<file path="config.mk">
export PLATFORM = sky130hd
export DESIGN_NAME = averaged_deadband_heater_stepper
export DESIGN_NICKNAME = d
export VERILOG_FILES = /design/src/sv/adbh_pkg.sv /design/src/sv/adbh_cell.sv /design/src/sv/adbh_duty.sv /design/src/sv/averaged_deadband_heater_stepper.sv
export SDC_FILE = /design/constraint.sdc
export NUM_CORES = 1
export LEC_CHECK = 0
export BUFFER_PORTS_ARGS = -buffer_cell sky130_fd_sc_hd__buf_2
export CAP_MARGIN = 10
export CORE_MARGIN = 4
export CORE_UTILIZATION = 30
export CTS_CLUSTER_DIAMETER = 30
export DETAILED_ROUTE_END_ITERATION = 8
export PLACE_DENSITY_LB_ADDON = 0.08
export SLEW_MARGIN = 20
export SYNTH_ARGS = -nofsm -noshare
export SYNTH_HDL_FRONTEND = slang
export SYNTH_HIERARCHICAL = 1
export SYNTH_SLANG_ARGS = --single-unit
</file>
<file path="constraint.sdc">
create_clock -name clk -period 14.2 [get_ports clk]
set_input_delay 2.84 -clock clk [delete_from_list [all_inputs] [get_ports clk]]
set_output_delay 2.84 -clock clk [all_outputs]
set_load 0.02 [all_outputs]
</file>
<file path="src/sv/adbh_pkg.sv">
// Shared types and constants for the averaged deadband heater stepper.
// No dependencies; imported by every module of the block.
package adbh_pkg;

  // Averaging window: number of samples held in the cell chain
  localparam int AVERAGE_DEPTH = 8;

  localparam int SAMPLE_W  = 8;
  localparam int SUM_W     = $clog2(AVERAGE_DEPTH * 255 + 1);
  localparam int OUT_SUM_W = 11;
  localparam int LEVEL_W   = 8;
  localparam int TEMP_W    = 8;
  localparam int MV_W      = 16;
  localparam int SETP_W    = 8;
  localparam int BAND_W    = 4;

  // Average = sum / AVERAGE_DEPTH via reciprocal multiply, exact for any SUM_W-bit sum
  localparam int AVG_K = SUM_W + $clog2(AVERAGE_DEPTH);
  localparam int AVG_M = (2 ** AVG_K + AVERAGE_DEPTH - 1) / AVERAGE_DEPTH;
  localparam int AVG_M_W = AVG_K + 1;

  // Conversion constants
  localparam int MV_SCALE  = 194;
  localparam int F_DIVISOR = 30;
  localparam int F_OFFSET  = 32;
  localparam int F_X_W     = MV_W - 3;
  localparam int F_K       = F_X_W + $clog2(F_DIVISOR);
  localparam int F_M       = (2 ** F_K + F_DIVISOR - 1) / F_DIVISOR;
  localparam int F_M_W     = F_K + 1;

  localparam logic [LEVEL_W-1:0] LEVEL_MAX = '1;
  localparam logic [SETP_W-1:0]  SETPOINT_RESET = 8'd127;
  localparam logic [BAND_W-1:0]  DEADBAND_RESET = 4'd2;

  // Register map, selected by address bit 2
  localparam logic REG_SETPOINT = 1'b0;
  localparam logic REG_DEADBAND = 1'b1;

  // Setpoint and band handed to the drive-level cell
  typedef struct packed {
    logic [SETP_W-1:0] setpoint;
    logic [BAND_W-1:0] band;
  } cfg_t;

endpackage

</file>
<file path="src/sv/adbh_cell.sv">
// One sample cell of the averaging chain: holds a sample and passes it on.
// Depends on adbh_pkg.
module adbh_cell (
  input  logic                          clk,
  input  logic                          rst_n,
  input  logic                          shift,
  input  logic [adbh_pkg::SAMPLE_W-1:0] d,
  output logic [adbh_pkg::SAMPLE_W-1:0] q
);
  import adbh_pkg::*;

  logic [SAMPLE_W-1:0] q_r;

  // Chain starts all zero so early averages count empty cells as zero
  always_ff @(posedge clk) begin
    if (!rst_n) begin
      q_r <= '0;
    end else if (shift) begin
      q_r <= d;
    end
  end

  assign q = q_r;

endmodule

</file>
<file path="src/sv/adbh_duty.sv">
// Heater drive level with deadband stepping and saturation.
// Depends on adbh_pkg.
module adbh_duty (
  input  logic                         clk,
  input  logic                         rst_n,
  input  logic                         load,
  input  logic [adbh_pkg::TEMP_W-1:0]  temp_f,
  input  adbh_pkg::cfg_t               cfg,
  output logic [adbh_pkg::LEVEL_W-1:0] level
);
  import adbh_pkg::*;

  logic [LEVEL_W-1:0] level_r, level_nxt, raised;
  logic [TEMP_W:0]    f_plus_band, sp_plus_band;
  logic               raise, lower;

  // Raise test first, then lower test, each saturating
  always_comb begin
    f_plus_band  = {1'b0, temp_f} + {{(TEMP_W + 1 - BAND_W){1'b0}}, cfg.band};
    sp_plus_band = {1'b0, cfg.setpoint} + {{(TEMP_W + 1 - BAND_W){1'b0}}, cfg.band};
    raise = ({1'b0, cfg.setpoint} >= f_plus_band);
    lower = (sp_plus_band <= {1'b0, temp_f});
    raised = (raise && level_r != LEVEL_MAX) ? level_r + 1'b1 : level_r;
    level_nxt = (lower && raised != '0) ? raised - 1'b1 : raised;
  end

  always_ff @(posedge clk) begin
    if (!rst_n) begin
      level_r <= LEVEL_MAX;
    end else if (load) begin
      level_r <= level_nxt;
    end
  end

  assign level = level_r;

endmodule

</file>
<file path="src/sv/averaged_deadband_heater_stepper.sv">
// Averaged deadband heater stepper: top level with sample chain and pipeline.
// Depends on adbh_pkg, adbh_cell and adbh_duty.
//
// Input channel (in_valid/in_stall) carries one 8-bit converter sample per
// transaction. Each sample shifts into a chain of AVERAGE_DEPTH cells; the
// sample leaving the chain is subtracted from the running sum as the new one
// is added. Output channel (out_valid/out_stall) carries one result per
// sample: drive level, degrees F, sum and scaled millivolts.
// A result reaches out_valid through five register stages (sum at the
// accepting edge, average multiply, millivolt multiply, divide-by-30
// multiply, drive-level update). Throughput: one transaction per cycle while
// the receiver does not stall; the running-sum and drive-level updates are
// the per-sample loops. When the receiver stalls, results queue in the
// pipeline stages and in_stall rises once every stage is occupied.
// Reset (rst_n, synchronous) clears the chain and sum to zero, sets the
// drive level to 255, setpoint to 127 and dead band to 2; no clearing pass.
// Registers over APB: setpoint at 0x0, dead band at 0x4 (address bit 2
// selects); write only while the pipeline is empty.
module averaged_deadband_heater_stepper (
  input  logic                           clk,
  input  logic                           rst_n,
  input  logic                           in_valid,
  output logic                           in_stall,
  input  logic [adbh_pkg::SAMPLE_W-1:0]  in_adc_sample,
  output logic                           out_valid,
  input  logic                           out_stall,
  output logic [adbh_pkg::LEVEL_W-1:0]   out_drive_level,
  output logic [adbh_pkg::TEMP_W-1:0]    out_temperature_f,
  output logic [adbh_pkg::OUT_SUM_W-1:0] out_sample_sum,
  output logic [adbh_pkg::MV_W-1:0]      out_scaled_millivolts,
  input  logic                           psel,
  input  logic                           penable,
  input  logic                           pwrite,
  input  logic [2:0]                     paddr,
  input  logic [31:0]                    pwdata,
  output logic [31:0]                    prdata,
  output logic                           pready
);
  import adbh_pkg::*;

  // Configuration registers
  cfg_t cfg_r;
  logic cfg_wr;

  assign pready = 1'b1;
  assign cfg_wr = psel && penable && pwrite;

  always_ff @(posedge clk) begin
    if (!rst_n) begin
      cfg_r.setpoint <= SETPOINT_RESET;
      cfg_r.band     <= DEADBAND_RESET;
    end else if (cfg_wr) begin
      if (paddr[2] == REG_SETPOINT) begin
        cfg_r.setpoint <= pwdata[SETP_W-1:0];
      end else begin
        cfg_r.band <= pwdata[BAND_W-1:0];
      end
    end
  end

  always_comb begin
    if (paddr[2] == REG_DEADBAND) begin
      prdata = {{(32 - BAND_W){1'b0}}, cfg_r.band};
    end else begin
      prdata = {{(32 - SETP_W){1'b0}}, cfg_r.setpoint};
    end
  end

  // Pipeline occupancy and flow control
  logic v1_r, v2_r, v3_r, v4_r, out_valid_r;
  logic rdy1, rdy2, rdy3, rdy4, rdy5, accept;

  assign rdy5     = !out_valid_r || !out_stall;
  assign rdy4     = !v4_r || rdy5;
  assign rdy3     = !v3_r || rdy4;
  assign rdy2     = !v2_r || rdy3;
  assign rdy1     = !v1_r || rdy2;
  assign in_stall = !rdy1;
  assign accept   = in_valid && rdy1;

  always_ff @(posedge clk) begin
    if (!rst_n) begin
      v1_r        <= 1'b0;
      v2_r        <= 1'b0;
      v3_r        <= 1'b0;
      v4_r        <= 1'b0;
      out_valid_r <= 1'b0;
    end else begin
      if (rdy1) v1_r <= in_valid;
      if (rdy2) v2_r <= v1_r;
      if (rdy3) v3_r <= v2_r;
      if (rdy4) v4_r <= v3_r;
      if (rdy5) out_valid_r <= v4_r;
    end
  end

  // Sample cell chain; the last cell holds the sample AVERAGE_DEPTH transactions old
  logic [SAMPLE_W-1:0] chain_q [AVERAGE_DEPTH];

  genvar gi;
  generate
    for (gi = 0; gi < AVERAGE_DEPTH; gi++) begin : g_cell
      if (gi == 0) begin : g_head
        adbh_cell u_cell (
          .clk   (clk),
          .rst_n (rst_n),
          .shift (accept),
          .d     (in_adc_sample),
          .q     (chain_q[gi])
        );
      end else begin : g_body
        adbh_cell u_cell (
          .clk   (clk),
          .rst_n (rst_n),
          .shift (accept),
          .d     (chain_q[gi-1]),
          .q     (chain_q[gi])
        );
      end
    end
  endgenerate

  // Stage 1: running sum (also the stage register)
  logic [SUM_W-1:0] sum_r, sum_nxt;

  assign sum_nxt = sum_r - {{(SUM_W - SAMPLE_W){1'b0}}, chain_q[AVERAGE_DEPTH-1]}
                 + {{(SUM_W - SAMPLE_W){1'b0}}, in_adc_sample};

  always_ff @(posedge clk) begin
    if (!rst_n) begin
      sum_r <= '0;
    end else if (accept) begin
      sum_r <= sum_nxt;
    end
  end

  // Stage 2: average by reciprocal multiply
  logic [SUM_W+AVG_M_W-1:0] avg_prod;
  logic [SAMPLE_W-1:0]      avg2_r;
  logic [OUT_SUM_W-1:0]     sum2_r;

  assign avg_prod = {{AVG_M_W{1'b0}}, sum_r} * AVG_M[AVG_M_W-1:0];

  always_ff @(posedge clk) begin
    if (rdy2 && v1_r) begin
      avg2_r <= avg_prod[AVG_K +: SAMPLE_W];
      sum2_r <= OUT_SUM_W'(sum_r);
    end
  end

  // Stage 3: scaled millivolts
  logic [MV_W-1:0]      mv3_r;
  logic [OUT_SUM_W-1:0] sum3_r;

  always_ff @(posedge clk) begin
    if (rdy3 && v2_r) begin
      mv3_r  <= {{(MV_W - SAMPLE_W){1'b0}}, avg2_r} * MV_W'(MV_SCALE);
      sum3_r <= sum2_r;
    end
  end

  // Stage 4: degrees F = (mv >> 3) / 30 + 32, divide by reciprocal multiply
  logic [F_X_W+F_M_W-1:0] f_prod;
  logic [TEMP_W-1:0]      temp4_r;
  logic [MV_W-1:0]        mv4_r;
  logic [OUT_SUM_W-1:0]   sum4_r;

  assign f_prod = {{F_M_W{1'b0}}, mv3_r[MV_W-1:3]} * F_M[F_M_W-1:0];

  always_ff @(posedge clk) begin
    if (rdy4 && v3_r) begin
      temp4_r <= f_prod[F_K +: TEMP_W] + TEMP_W'(F_OFFSET);
      mv4_r   <= mv3_r;
      sum4_r  <= sum3_r;
    end
  end

  // Stage 5: drive level update and output register
  logic                 out_load;
  logic [TEMP_W-1:0]    temp5_r;
  logic [MV_W-1:0]      mv5_r;
  logic [OUT_SUM_W-1:0] sum5_r;
  logic [LEVEL_W-1:0]   level;

  assign out_load = rdy5 && v4_r;

  adbh_duty u_duty (
    .clk    (clk),
    .rst_n  (rst_n),
    .load   (out_load),
    .temp_f (temp4_r),
    .cfg    (cfg_r),
    .level  (level)
  );

  always_ff @(posedge clk) begin
    if (out_load) begin
      temp5_r <= temp4_r;
      mv5_r   <= mv4_r;
      sum5_r  <= sum4_r;
    end
  end

  assign out_valid             = out_valid_r;
  assign out_drive_level       = level;
  assign out_temperature_f     = temp5_r;
  assign out_sample_sum        = sum5_r;
  assign out_scaled_millivolts = mv5_r;

  // Checks
  a_sum_bound: assert property (@(posedge clk) disable iff (!rst_n)
    sum_r <= SUM_W'(AVERAGE_DEPTH * 255))
    else $error("running sum exceeds window maximum");

  a_level_hold: assert property (@(posedge clk) disable iff (!rst_n)
    !out_load |=> $stable(out_drive_level))
    else $error("drive level changed without a result load");

  a_out_source: assert property (@(posedge clk) disable iff (!rst_n)
    $rose(out_valid_r) |-> $past(v4_r))
    else $error("result appeared without a stage 4 transaction");

  a_empty_no_stall: assert property (@(posedge clk) disable iff (!rst_n)
    !v1_r |-> !in_stall)
    else $error("input stalled with first stage empty");

endmodule
</file>
==> results of run 1 <==
-- logic make-up (layout without fill, tap and decap cells) --
logic type / count (synthesis) / in the layout / share of synthesized area [%]
xor+xnor: 41 / 41 / 3.181
simple gates: 248 / 248 / 11.86
other cells: 2 / 27 / 0.06654
flops: 190 / 190 / 41.68
buf+inv: 169 / 228 / 7.394
fa+ha+maj: 175 / 175 / 21.39
compound gates: 121 / 121 / 7.316
mux: 79 / 79 / 7.106
-- per-stage QoR --
step,hold slack (ns),util [%],area [um2]
global route,0.4293,34.30,12650
global placement,0.4018,32.65,12040
CTS,0.4222,34.27,12640
finish,0.4197,34.30,12650
floorplan,0.4003,-,11380
detailed placement,0.4054,32.65,12040
-- final cells by class --
class                      count  share of cell area, %
multi-input combinational    690                  46.35
tap                          504                  4.986
inverter                     116                  3.452
antenna                        1                0.01978
timing repair buffer          80                  3.264
clock buffer                  20                  3.789
clock inverter                12                 0.9398
sequential                   190                  37.19
-- power by group through the flow --
stage	logic [W]	registers (W)	clock network (W)
floorplan	0.000395	0.000643	0
CTS	0.000496	0.000646	0.000513
detailed placement	0.000490	0.000659	0
global placement	0.000488	0.000658	0
finish	0.000485	0.000644	0.000491
global route	0.000567	0.000649	0.000537
-- cell usage after synthesis, drive strengths merged, types with 2 or more instances --
cell     count  area share, %
a2111oi      4           0.38
a211o        2           0.16
a211oi       4           0.31
a21boi       3           0.20
a21o         9           0.60
a21oi       40            1.8
a311o        2           0.18
a31o         2           0.16
a31oi        7           0.39
and2         6           0.33
and3         6           0.33
buf         46            3.3
clkbuf       7           0.23
conb         2          0.067
dfxtp      100             18
edfxtp      90             24
fa          30            5.3
ha         145             16
inv        115            3.8
mux2         9           0.90
mux2i       70            6.2
nand2       53            1.8
nand2b       8           0.44
nand3       30            1.3
nand3b       3           0.20
nand4       12           0.67
nand4b       4           0.31
nor2        29            1.0
nor2b       76            4.2
nor3         6           0.27
nor4         3           0.17
o2111ai      5           0.39
o211a        2           0.18
o211ai       4           0.31
o21a         5           0.33
o21ai       18           0.86
o21bai       3           0.20
o31ai        2           0.13
or2          2           0.11
or3          6           0.33
or4          2           0.13
xnor2       30            2.3
xor2        11           0.85
-- worst paths after layout --
kind,startpoint,endpoint,slack [ns],cells past startpoint
setup reg to reg,temp4_r[0],u_duty/level[4],8.56,20
hold reg to reg,sum3_r[3],sum4_r[3],0.42,0
setup / recovery,out_stall,in_stall,7.48,6
hold / removal,sum3_r[3],sum4_r[3],0.42,0
-- sequential cells by signal, indices dropped and copies added, names as in the netlist, 11 cells and up --
name / cells
sum_r: 11
sum4_r: 11
sum3_r: 11
g_cell.g_body.u_cell/q: 56
cfg_r: 12
out_sample_sum: 11
-- critical path, stage by stage --
cell and delay (ns):
buf_2 0.12, and3_1 0.21, and2_1 0.29, nand3_1 0.15, inv_1 0.09, buf_2 0.16
-- per-layer routing --
layer	GRT usage, %	wire length [um]	vias up	share of wire [%]
met2	18.48	10610	86	46
met5	0	0	-	0
met4	2.954	210	0	0.91
li1	-	-	3652	-
met1	16.05	11610	3322	50
met3	2.695	704	9	3.0
==> out/qor.txt, run 1 <==
First-pass GRT wire length -> 37.83 mm
Root Driver -> clkbuf_16
Setup WS post-layout -> 7.485 ns
Via count -> 7069
Mapped cell area -> 11290 um2
Sequential-to-total area share from yosys stat -> 41.68%
Hold Buf Count CTS -> 0
Aggregate routed wire length -> 23.14 mm
# clock sinks -> 190
Fmax achieved -> 148.9 MHz
Yosys reg bits -> 190
Ys flop type -> dfxtp_1
Cells after Synth -> 1025
Vias per inst -> 4.383
Multi-input logic area -> 5863 um2
Final HPWL DP -> 17.02 mm
TritonRoute pass-1 iters -> 6
Most frequent cells in the layout -> ha_1, inv_1, dfxtp_1, edfxtp_1, buf_2
Pre-CTS WS -> 7.555 ns
Reg power frac -> 39.8%
Chip Height -> 202.0 um
PortBufs -> 75
Seq. cell area -> 4705 um2
Max-cap violation count -> 0
Boundary pin count -> 128
Clock transition at path regs -> 0.07 ns
EDFF count, synth -> 90
Vias in the first global route -> 6995
Filler cells -> 3730
Asr flop ratio synth -> 0%
RePlAce Congestion -> 0.7571
DIE WIDTH -> 202.0 um
Hold Crit Class -> flop to flop
Psw -> 0.0005382 W
Remaining antenna violation count -> 0
Setup TNS -> 0 ns
Final Max Tran Viols -> 0
P_int -> 0.001081 W
Skew final -> 0.01419 ns
Core area -> 36870 um2
DR DRC count -> 0
Leak -> 5.543 nW
Final nets -> 1320
Post-CTS Resized -> 0
Clk_lat worst skew -> 0.45 ns
Crit path arrival time -> 3.88 ns
Worst-margin pin slew -> 1.007 ns
Layout Cells excl Fill -> 1613
Sw Ratio -> 33.23%
Post-CTS setup buffers -> 0
Most common cell after layout, fill and taps aside -> ha_1
Pin count of the biggest net entering global routing -> 59
Die ar. -> 40790 um2
Run status -> complete, no violations
Overflow after GRT -> 0
RSZ-0062 raised after global routing -> no
Total track usage -> 11.63%
Final period utilization -> 47.29%
Logic pwr share -> 29.9%
Routed WL per cell -> 14.34 um
Initial DRC count -> 306
VDD IR max -> 0.08409 mV
Num CTS Buffers -> 17
Row cnt -> 70
Clock power share -> 30.3%
Critical Path RT -> 11.36 ns
Startpoint Class -> input port
Synth-to-layout area growth -> 12.06%
Initial antenna violation count -> 1
Final hold violations -> 0
Synthesis Warnings -> 6
Critical Path Sink Type -> output pin
Worst-path maximum fanout -> 5
H-tree levels -> 4
Max Buffers Root-to-Sink -> 2
Initial core utilization -> 30.61%
Minimum clock period -> 6.715 ns
PD cells -> 128.0 nW/um2
Pwr Total -> 0.001619 W
Placed cells -> 1580
Netlist cell types -> 70
TritonCTS clock tree -> yes
Crit Path Class -> input port to output pin
Relative slew slack -> 32.86%
Syn_area_per_cell -> 11.01 um2
Layout cells sized above 1 -> 12.09%
Final Setup Violations -> 0
Note: power is estimated with default switching activity, not from simulation.
==> run 2, diff against run 1 <==
- ABC_AREA: unset -> 1
- clock period: 14.2 -> 7 ns (I/O delays scaled with it)
==> run 2 against run 1 <==
Setup slack lost 5.1 ns; critical endpoint is now temp4_r[7]; via count grew 26%; critical path type is now flop to flop; worst hold slack lost 0.0040 ns; global-route usage grew 1.1 points.
==> out/qor.txt, run 2 <==
Clk_lat worst skew -> 0.48 ns (+0.03 ns)
Mapped cell area -> 12400 um2 (+9.9%)
Hold path endpoint -> sum4_r[3]
Filler cells -> 4378 (+17%)
Synthesis Warnings -> 6 (unchanged)
Vias in the first global route -> 8835 (+26%)
DIE WIDTH -> 211.3 um (+4.6%)
Row cnt -> 74 (+5.7%)
Yosys reg bits -> 190 (unchanged)
Cells after Synth -> 1489 (+45%)
Chip Height -> 211.3 um (+4.6%)
Crit Path Class -> flop to flop
Ys flop type -> dfxtp_1
Remaining antenna violation count -> 0 (unchanged)
Placed instance area -> 12990 um2 (+7.9%)
Final hold violations -> 0 (unchanged)
Final period utilization -> 66.06%
Hold Crit Class -> flop to flop
Total track usage -> 12.75% (+1.1 points)
Setup WS post-layout -> 2.375 ns (-5.109 ns)
RePlAce Congestion -> 0.7882 (+4.1%)
Startpoint Class -> flop
PortBufs -> 75 (unchanged)
Max Buffers Root-to-Sink -> 2 (unchanged)
Num CTS Buffers -> 17 (unchanged)
Leak -> 6.835 nW (+23%)
Vias per inst -> 4.242 (-3.2%)
Boundary pin count -> 128 (unchanged)
Sw Ratio -> 39.06% (+5.8 points)
RSZ-0062 raised after global routing -> no
Sequential-to-total area share from yosys stat -> 37.93% (-3.8 points)
N_diodes -> 0 (-1)
Hold Crit Start -> sum3_r[3]
Die ar. -> 44660 um2 (+9.5%)
Synth-to-layout area growth -> 9.775%
Overflow after GRT -> 0 (unchanged)
Critical Path RT -> 7.25 ns (-4.11 ns)
Reg power frac -> 36.1% (-3.7 points)
Worst-path maximum fanout -> 6 (+1)
P_int -> 0.002200 W (+100%)
Yosys top cell area share -> 21.79% (-2.2 points)
Critical Path Slowest Stage Cell -> fa_1
Netlist cell types -> 43 (-39%)
Hold Buf Count CTS -> 0 (unchanged)
Final nets -> 1776 (+35%)
Max reg flops -> 56 (unchanged)
Relative slew slack -> 37.18% (+4.3 points)
Initial core utilization -> 30.38% (-0.23 points)
Max-cap violation count -> 0 (unchanged)
Final Max Tran Viols -> 0 (unchanged)
Worst-margin pin slew -> 0.9389 ns (-0.06825 ns)
VDD IR max -> 0.1900 mV (+130%)
Pin count of the biggest net entering global routing -> 77 (+31%)
Hold Path Depth -> 0 (unchanged)
PD cells -> 265.2 nW/um2 (+110%)
Final HPWL DP -> 20.69 mm (+22%)
Logic pwr share -> 35.0% (+5.1 points)
Final Setup Violations -> 0 (unchanged)
EDFF count, synth -> 90 (unchanged)
Reg-to-Reg Start -> mv3_r[14]
Crit-path most repeated cell -> inv_1
Crit path arrival time -> 4.87 ns (+0.99 ns)
Largest area contributor in the netlist -> edfxtp_1
Skew final -> 0.01009 ns (-0.004100 ns)
Pre-CTS WS -> 2.320 ns (-5.235 ns)
Levels on crit path -> 22 (+16)
H-tree levels -> 4 (unchanged)
Core area -> 40830 um2 (+11%)
Most common cell after layout, fill and taps aside -> nand2_1
Initial DRC count -> 328 (+7.2%)
Critical path's largest stage delay -> 0.54 ns (+0.25 ns)
Fmax achieved -> 216.2 MHz
Clock transition at path regs -> 0.08 ns (about the same)
Syn_area_per_cell -> 8.330 um2 (-24%)
Routed WL per cell -> 12.95 um (-9.7%)
Critical-path cell list -> inv_1 > ha_1 > inv_1 > fa_1 > fa_1 > inv_1 > fa_1 > inv_1 > ha_1 > a21oi_1 > nor2_1 > nor2_1 > nand2_1 > nand2_1 > nand4_1 > nand2_2 > inv_2 > ha_1 > xor2_1 > nand4_1 > nand2_1 > inv_1
DR DRC count -> 0 (unchanged)
TritonCTS clock tree -> yes
R2R Setup Slk -> 2.38 ns (-6.18 ns)
Critical Path Sink Type -> flop
# clock sinks -> 190 (unchanged)
Setup TNS -> 0 ns (unchanged)
Minimum clock period -> 4.625 ns
Reg2reg end -> temp4_r[7]
Cell with the most instances after synthesis -> nand2_1
Run status -> complete, no violations
First-pass GRT wire length -> 45.05 mm (+19%)
Aggregate routed wire length -> 27.14 mm (+17%)
CP bufs+invs -> 6 (+3)
TritonRoute pass-1 iters -> 6 (unchanged)
Initial antenna violation count -> 1 (unchanged)
Root Driver -> clkbuf_16
Post-synth top cells -> nand2_1, inv_1, nor2_1, ha_1, dfxtp_1
Most frequent cells in the layout -> nand2_1, inv_1, nor2_1, ha_1, dfxtp_1
Psw -> 0.001410 W (+160%)
Post-CTS setup buffers -> 0 (unchanged)
Via count -> 8892 (+26%)
Top Family by Delay on Critical Path -> adder cells
R2R cell count -> 22 (+10%)
Largest cells by area after synthesis -> edfxtp_1, dfxtp_1, ha_1
Asr flop ratio synth -> 0% (unchanged)
Pwr Total -> 0.003611 W (+120%)
Layout cells sized above 1 -> 10.87% (-1.2 points)
Clock power share -> 28.9% (-1.4 points)
Post-CTS Resized -> 0 (unchanged)
Final instance area -> 13620 um2 (+7.6%)
==> run 2: layer usage <==
| metal | vias to the layer above | track usage [%] | wire (um) |
|---|---|---|---|
| li1 | 4739 | - | - |
| met1 | 4039 | 17.20 | 13620 |
| met2 | 82 | 20.33 | 12240 |
| met3 | 30 | 2.712 | 791 |
| met4 | 2 | 4.554 | 478 |
| met5 | - | 0 | 13 |
==> run 2: logic make-up (layout without fill, tap and decap cells) <==
group,after synthesis,count (layout),share of synthesized area (%)
flip-flops,190,190,37.93
buffers and inverters,327,378,12.93
AND/OR/NAND/NOR,638,638,21.68
XOR/XNOR,36,36,2.542
AO/OA/AOI/OAI,121,121,5.387
other,2,26,0.06055
adder cells (fa/ha/maj),175,175,19.47
==> run 2: cell type report <==
cell class	count	area, um2	area share, %
Clock buffer	17	425.4	3.124
Clock inverter	15	198.9	1.461
Inverter	266	1001	7.352
Multi-Input combinational cell	996	6207	45.59
Sequential cell	190	4705	34.55
Tap cell	532	665.6	4.889
Timing Repair Buffer	80	412.9	3.033
==> run 2: worst register-to-register path, stage by stage, from the launching register on <==
cell	delay, ns
edfxtp_1	0.53
inv_1	0.08
ha_1	0.30
inv_1	0.08
fa_1	0.44
fa_1	0.51
inv_1	0.05
fa_1	0.54
inv_1	0.04
ha_1	0.33
a21oi_1	0.38
nor2_1	0.07
nor2_1	0.09
nand2_1	0.06
nand2_1	0.06
nand4_1	0.11
nand2_2	0.10
inv_2	0.03
ha_1	0.19
xor2_1	0.18
nand4_1	0.11
nand2_1	0.08
inv_1	0.03
==> run 2: how the worst max path moves through the flow <==
stage	startpoint	endpoint	slack [ns]
after floorplan	mv3_r[15]	temp4_r[7]	2.85
after global placement	mv3_r[14]	temp4_r[7]	2.28
after detailed placement	mv3_r[14]	temp4_r[7]	2.32
after CTS	mv3_r[14]	temp4_r[7]	2.31
after global routing	mv3_r[14]	temp4_r[7]	1.95
final	mv3_r[14]	temp4_r[7]	2.38
==> run 2: through the flow <==
stage	hold slack, ns	utilization [%]	std cells
after floorplan	0.4003	-	1513
after global placement	0.4046	31.80	2064
after detailed placement	0.4045	31.82	2064
after CTS	0.4137	33.35	2096
after global routing	0.4231	33.35	2096
final	0.4156	33.35	2096
==> run 2: power groups by stage <==
stage / logic (W) / registers (W) / clock network, W
floorplan: 0.00101 / 0.00131 / 0
global placement: 0.00128 / 0.00133 / 0
detailed placement: 0.00127 / 0.00134 / 0
CTS: 0.00129 / 0.00131 / 0.00110
global route: 0.00149 / 0.00132 / 0.00113
finish: 0.00126 / 0.00131 / 0.00104
==> run 3, diff against run 2 <==
- clock period: 7 -> 3.99 ns (I/O delays scaled with it)
==> run 3 against run 2 <==
The run now ends with setup timing left; non-clock buffer count is 68 higher; combinational power grew 140%; wire length increased by 2.4%; final area rose by 6.4%; sequential cell count is the same; sequential power rose by 73%; sequential share of layout area shrank 2.1 points; total power increased by 99%; clock power increased by 79%; core utilization rose by 2.1 points; via count grew 2.2%; largest power group is now combinational cells.
==> out/qor.txt, run 3 (synthesis results as in run 2) <==
Final Setup Violations -> 2 (+2)
Initial DRC count -> 348 (+6.1%)
Setup WS post-layout -> -0.07964 ns (-2.455 ns)
Total track usage -> 12.73% (-0.018 points)
Run status -> complete, but fails checks
Pre-CTS WS -> -0.2172 ns (-2.537 ns)
Most common cell after layout, fill and taps aside -> nand2_1
DR DRC count -> 0 (unchanged)
Hold Crit Start -> sum4_r[8]
Failing checks -> setup timing
Pin count of the biggest net entering global routing -> 57 (-26%)
RePlAce Congestion -> 0.7940 (+0.74%)
Reg-to-Reg Start -> mv3_r[14]
Row cnt -> 74 (unchanged)
Via count -> 9086 (+2.2%)
Crit path arrival time -> 4.29 ns (-0.58 ns)
PortBufs -> 75 (unchanged)
R2R Setup Slk -> -0.08 ns (-2.46 ns)
Vias in the first global route -> 8866 (+0.35%)
Clk_lat worst skew -> 0.46 ns (-0.02 ns)
Boundary pin count -> 128 (unchanged)
Critical Path Sink Type -> flop
Filler cells -> 4292 (-2.0%)
# clock sinks -> 190 (unchanged)
Startpoint Class -> flop
Reg2reg end -> temp4_r[5]
Final nets -> 1844 (+3.8%)
Worst-margin pin slew -> 0.9877 ns (+0.04884 ns)
Leak -> 7.197 nW (+5.3%)
Minimum clock period -> 4.070 ns (-0.5549 ns)
Final hold violations -> 0 (unchanged)
Hold Buf Count CTS -> 0 (unchanged)
DIE WIDTH -> 211.3 um (unchanged)
Setup TNS -> -0.1313 ns (-0.1313 ns)
Layout Cells excl Fill -> 2164 (+3.2%)
Max Buffers Root-to-Sink -> 2 (unchanged)
Hold path endpoint -> out_sample_sum[8]
Worst-path maximum fanout -> 4 (-2)
H-tree levels -> 4 (unchanged)
Layout cells sized above 1 -> 17.83% (+7.0 points)
Critical Path Slowest Stage Cell -> fa_1
RSZ-0062 raised after global routing -> yes
Root Driver -> clkbuf_16
Core area -> 40830 um2 (unchanged)
Aggregate routed wire length -> 27.80 mm (+2.4%)
Num CTS Buffers -> 17 (unchanged)
Fmax achieved -> 245.7 MHz (+14%)
TritonRoute pass-1 iters -> 4 (-2)
Final Max Tran Viols -> 0 (unchanged)
Pwr Total -> 0.007169 W (+99%)
Initial antenna violation count -> 0 (-1)
Critical path's largest stage delay -> 0.49 ns (-0.05 ns)
First-pass GRT wire length -> 45.18 mm (+0.29%)
Critical-path cell list -> inv_1 > ha_1 > inv_1 > fa_1 > fa_1 > inv_1 > fa_1 > inv_2 > ha_4 > buf_4 > nand2_4 > nor2_4 > nand4_1 > nor2_1 > nand2_1 > nand4_1 > nand2_2 > buf_4 > buf_6 > buf_4 > buf_4 > buf_4
R2R cell count -> 22 (unchanged)
Hold Crit Class -> flop to flop
N_diodes -> 0 (unchanged)
Crit-path most repeated cell -> buf_4
Crit Path Class -> flop to flop
Final HPWL DP -> 21.72 mm (+5.0%)
Clock transition at path regs -> 0.08 ns (about the same)
Most frequent cells in the layout -> nand2_1, inv_1, nor2_1, ha_1, dfxtp_1
Max-cap violation count -> 0 (unchanged)
Final period utilization -> 102.0% (+36 points)
Relative slew slack -> 33.91% (-3.3 points)
Remaining antenna violation count -> 0 (unchanged)
Chip Height -> 211.3 um (unchanged)
Hold Worst Slack -> 0.4191 ns (+0.003466 ns)
PD cells -> 494.8 nW/um2 (+87%)
Vias per inst -> 4.199 (-1.0%)
Synth-to-layout area growth -> 16.83%
Overflow after GRT -> 0 (unchanged)
VDD IR max -> 0.2823 mV (+49%)
Hold Path Depth -> 0 (unchanged)
Skew final -> 0.01339 ns (+0.003305 ns)
Critical Path RT -> 4.21 ns (-3.04 ns)
Placed cells -> 2112 (+2.3%)
Initial core utilization -> 30.38% (unchanged)
Die ar. -> 44660 um2 (unchanged)
TritonCTS clock tree -> yes
Routed WL per cell -> 12.85 um (-0.79%)
Max reg flops -> 56 (unchanged)
-- run 3: per-layer routing --
layer,GRT usage (%),share of wire [%],vias to the layer above
met5,0,0,-
met1,17.61,50,4119
met3,2.178,2.8,14
met2,20.59,46,84
met4,3.732,1.1,0
li1,-,-,4869
-- run 3: critical path, delay by kind of cell, from the launching register on --
| kind | cells | cell delay, ns |
|---|---|---|
| simple gates | 7 | 0.55 |
| buf+inv | 10 | 0.95 |
| flops | 1 | 0.42 |
| fa+ha+maj | 5 | 1.92 |
-- run 3: stage by stage --
| stage | util [%] | area, um2 |
|---|---|---|
| floorplan | - | 12560 |
| global route | 35.49 | 14490 |
| global placement | 32.87 | 13420 |
| finish | 35.49 | 14490 |
| detailed placement | 32.87 | 13420 |
| CTS | 34.87 | 14240 |
-- run 3: report_power, final --
part           leakage, nW  switching [W]  internal (W)
sequential            1.65      0.0000826       0.00219
combinational         5.23        0.00169       0.00135
clock                0.313       0.000925      0.000933
total                 7.20        0.00270       0.00447
-- run 3: what timing repair did --
item / in CTS / in global routing
pin swaps: 23 / 32
setup buffers: 10 / 10
resized for setup: 20 / 41
endpoints found under the setup margin: 1 / 14
-- run 3: area by class of cell --
| class | count | area (um2) | area share (%) |
|---|---|---|---|
| clock inverter | 15 | 219.0 | 1.511 |
| sequential | 190 | 4705 | 32.47 |
| multi-input combinational | 996 | 6525 | 45.03 |
| clock buffer | 17 | 425.4 | 2.936 |
| inverter | 266 | 1003 | 6.925 |
| timing repair buffer | 148 | 947.2 | 6.537 |
| tap | 532 | 665.6 | 4.594 |
-- run 3: how the worst max path moves through the flow --
stage	slack, ns	end	from
after floorplan	0.001	temp4_r[7]	mv3_r[14]
after global placement	-0.23	temp4_r[7]	mv3_r[14]
after detailed placement	-0.22	temp4_r[7]	mv3_r[14]
after CTS	-0.15	temp4_r[7]	mv3_r[14]
after global routing	-0.26	temp4_r[7]	mv3_r[11]
final	-0.08	temp4_r[5]	mv3_r[14]
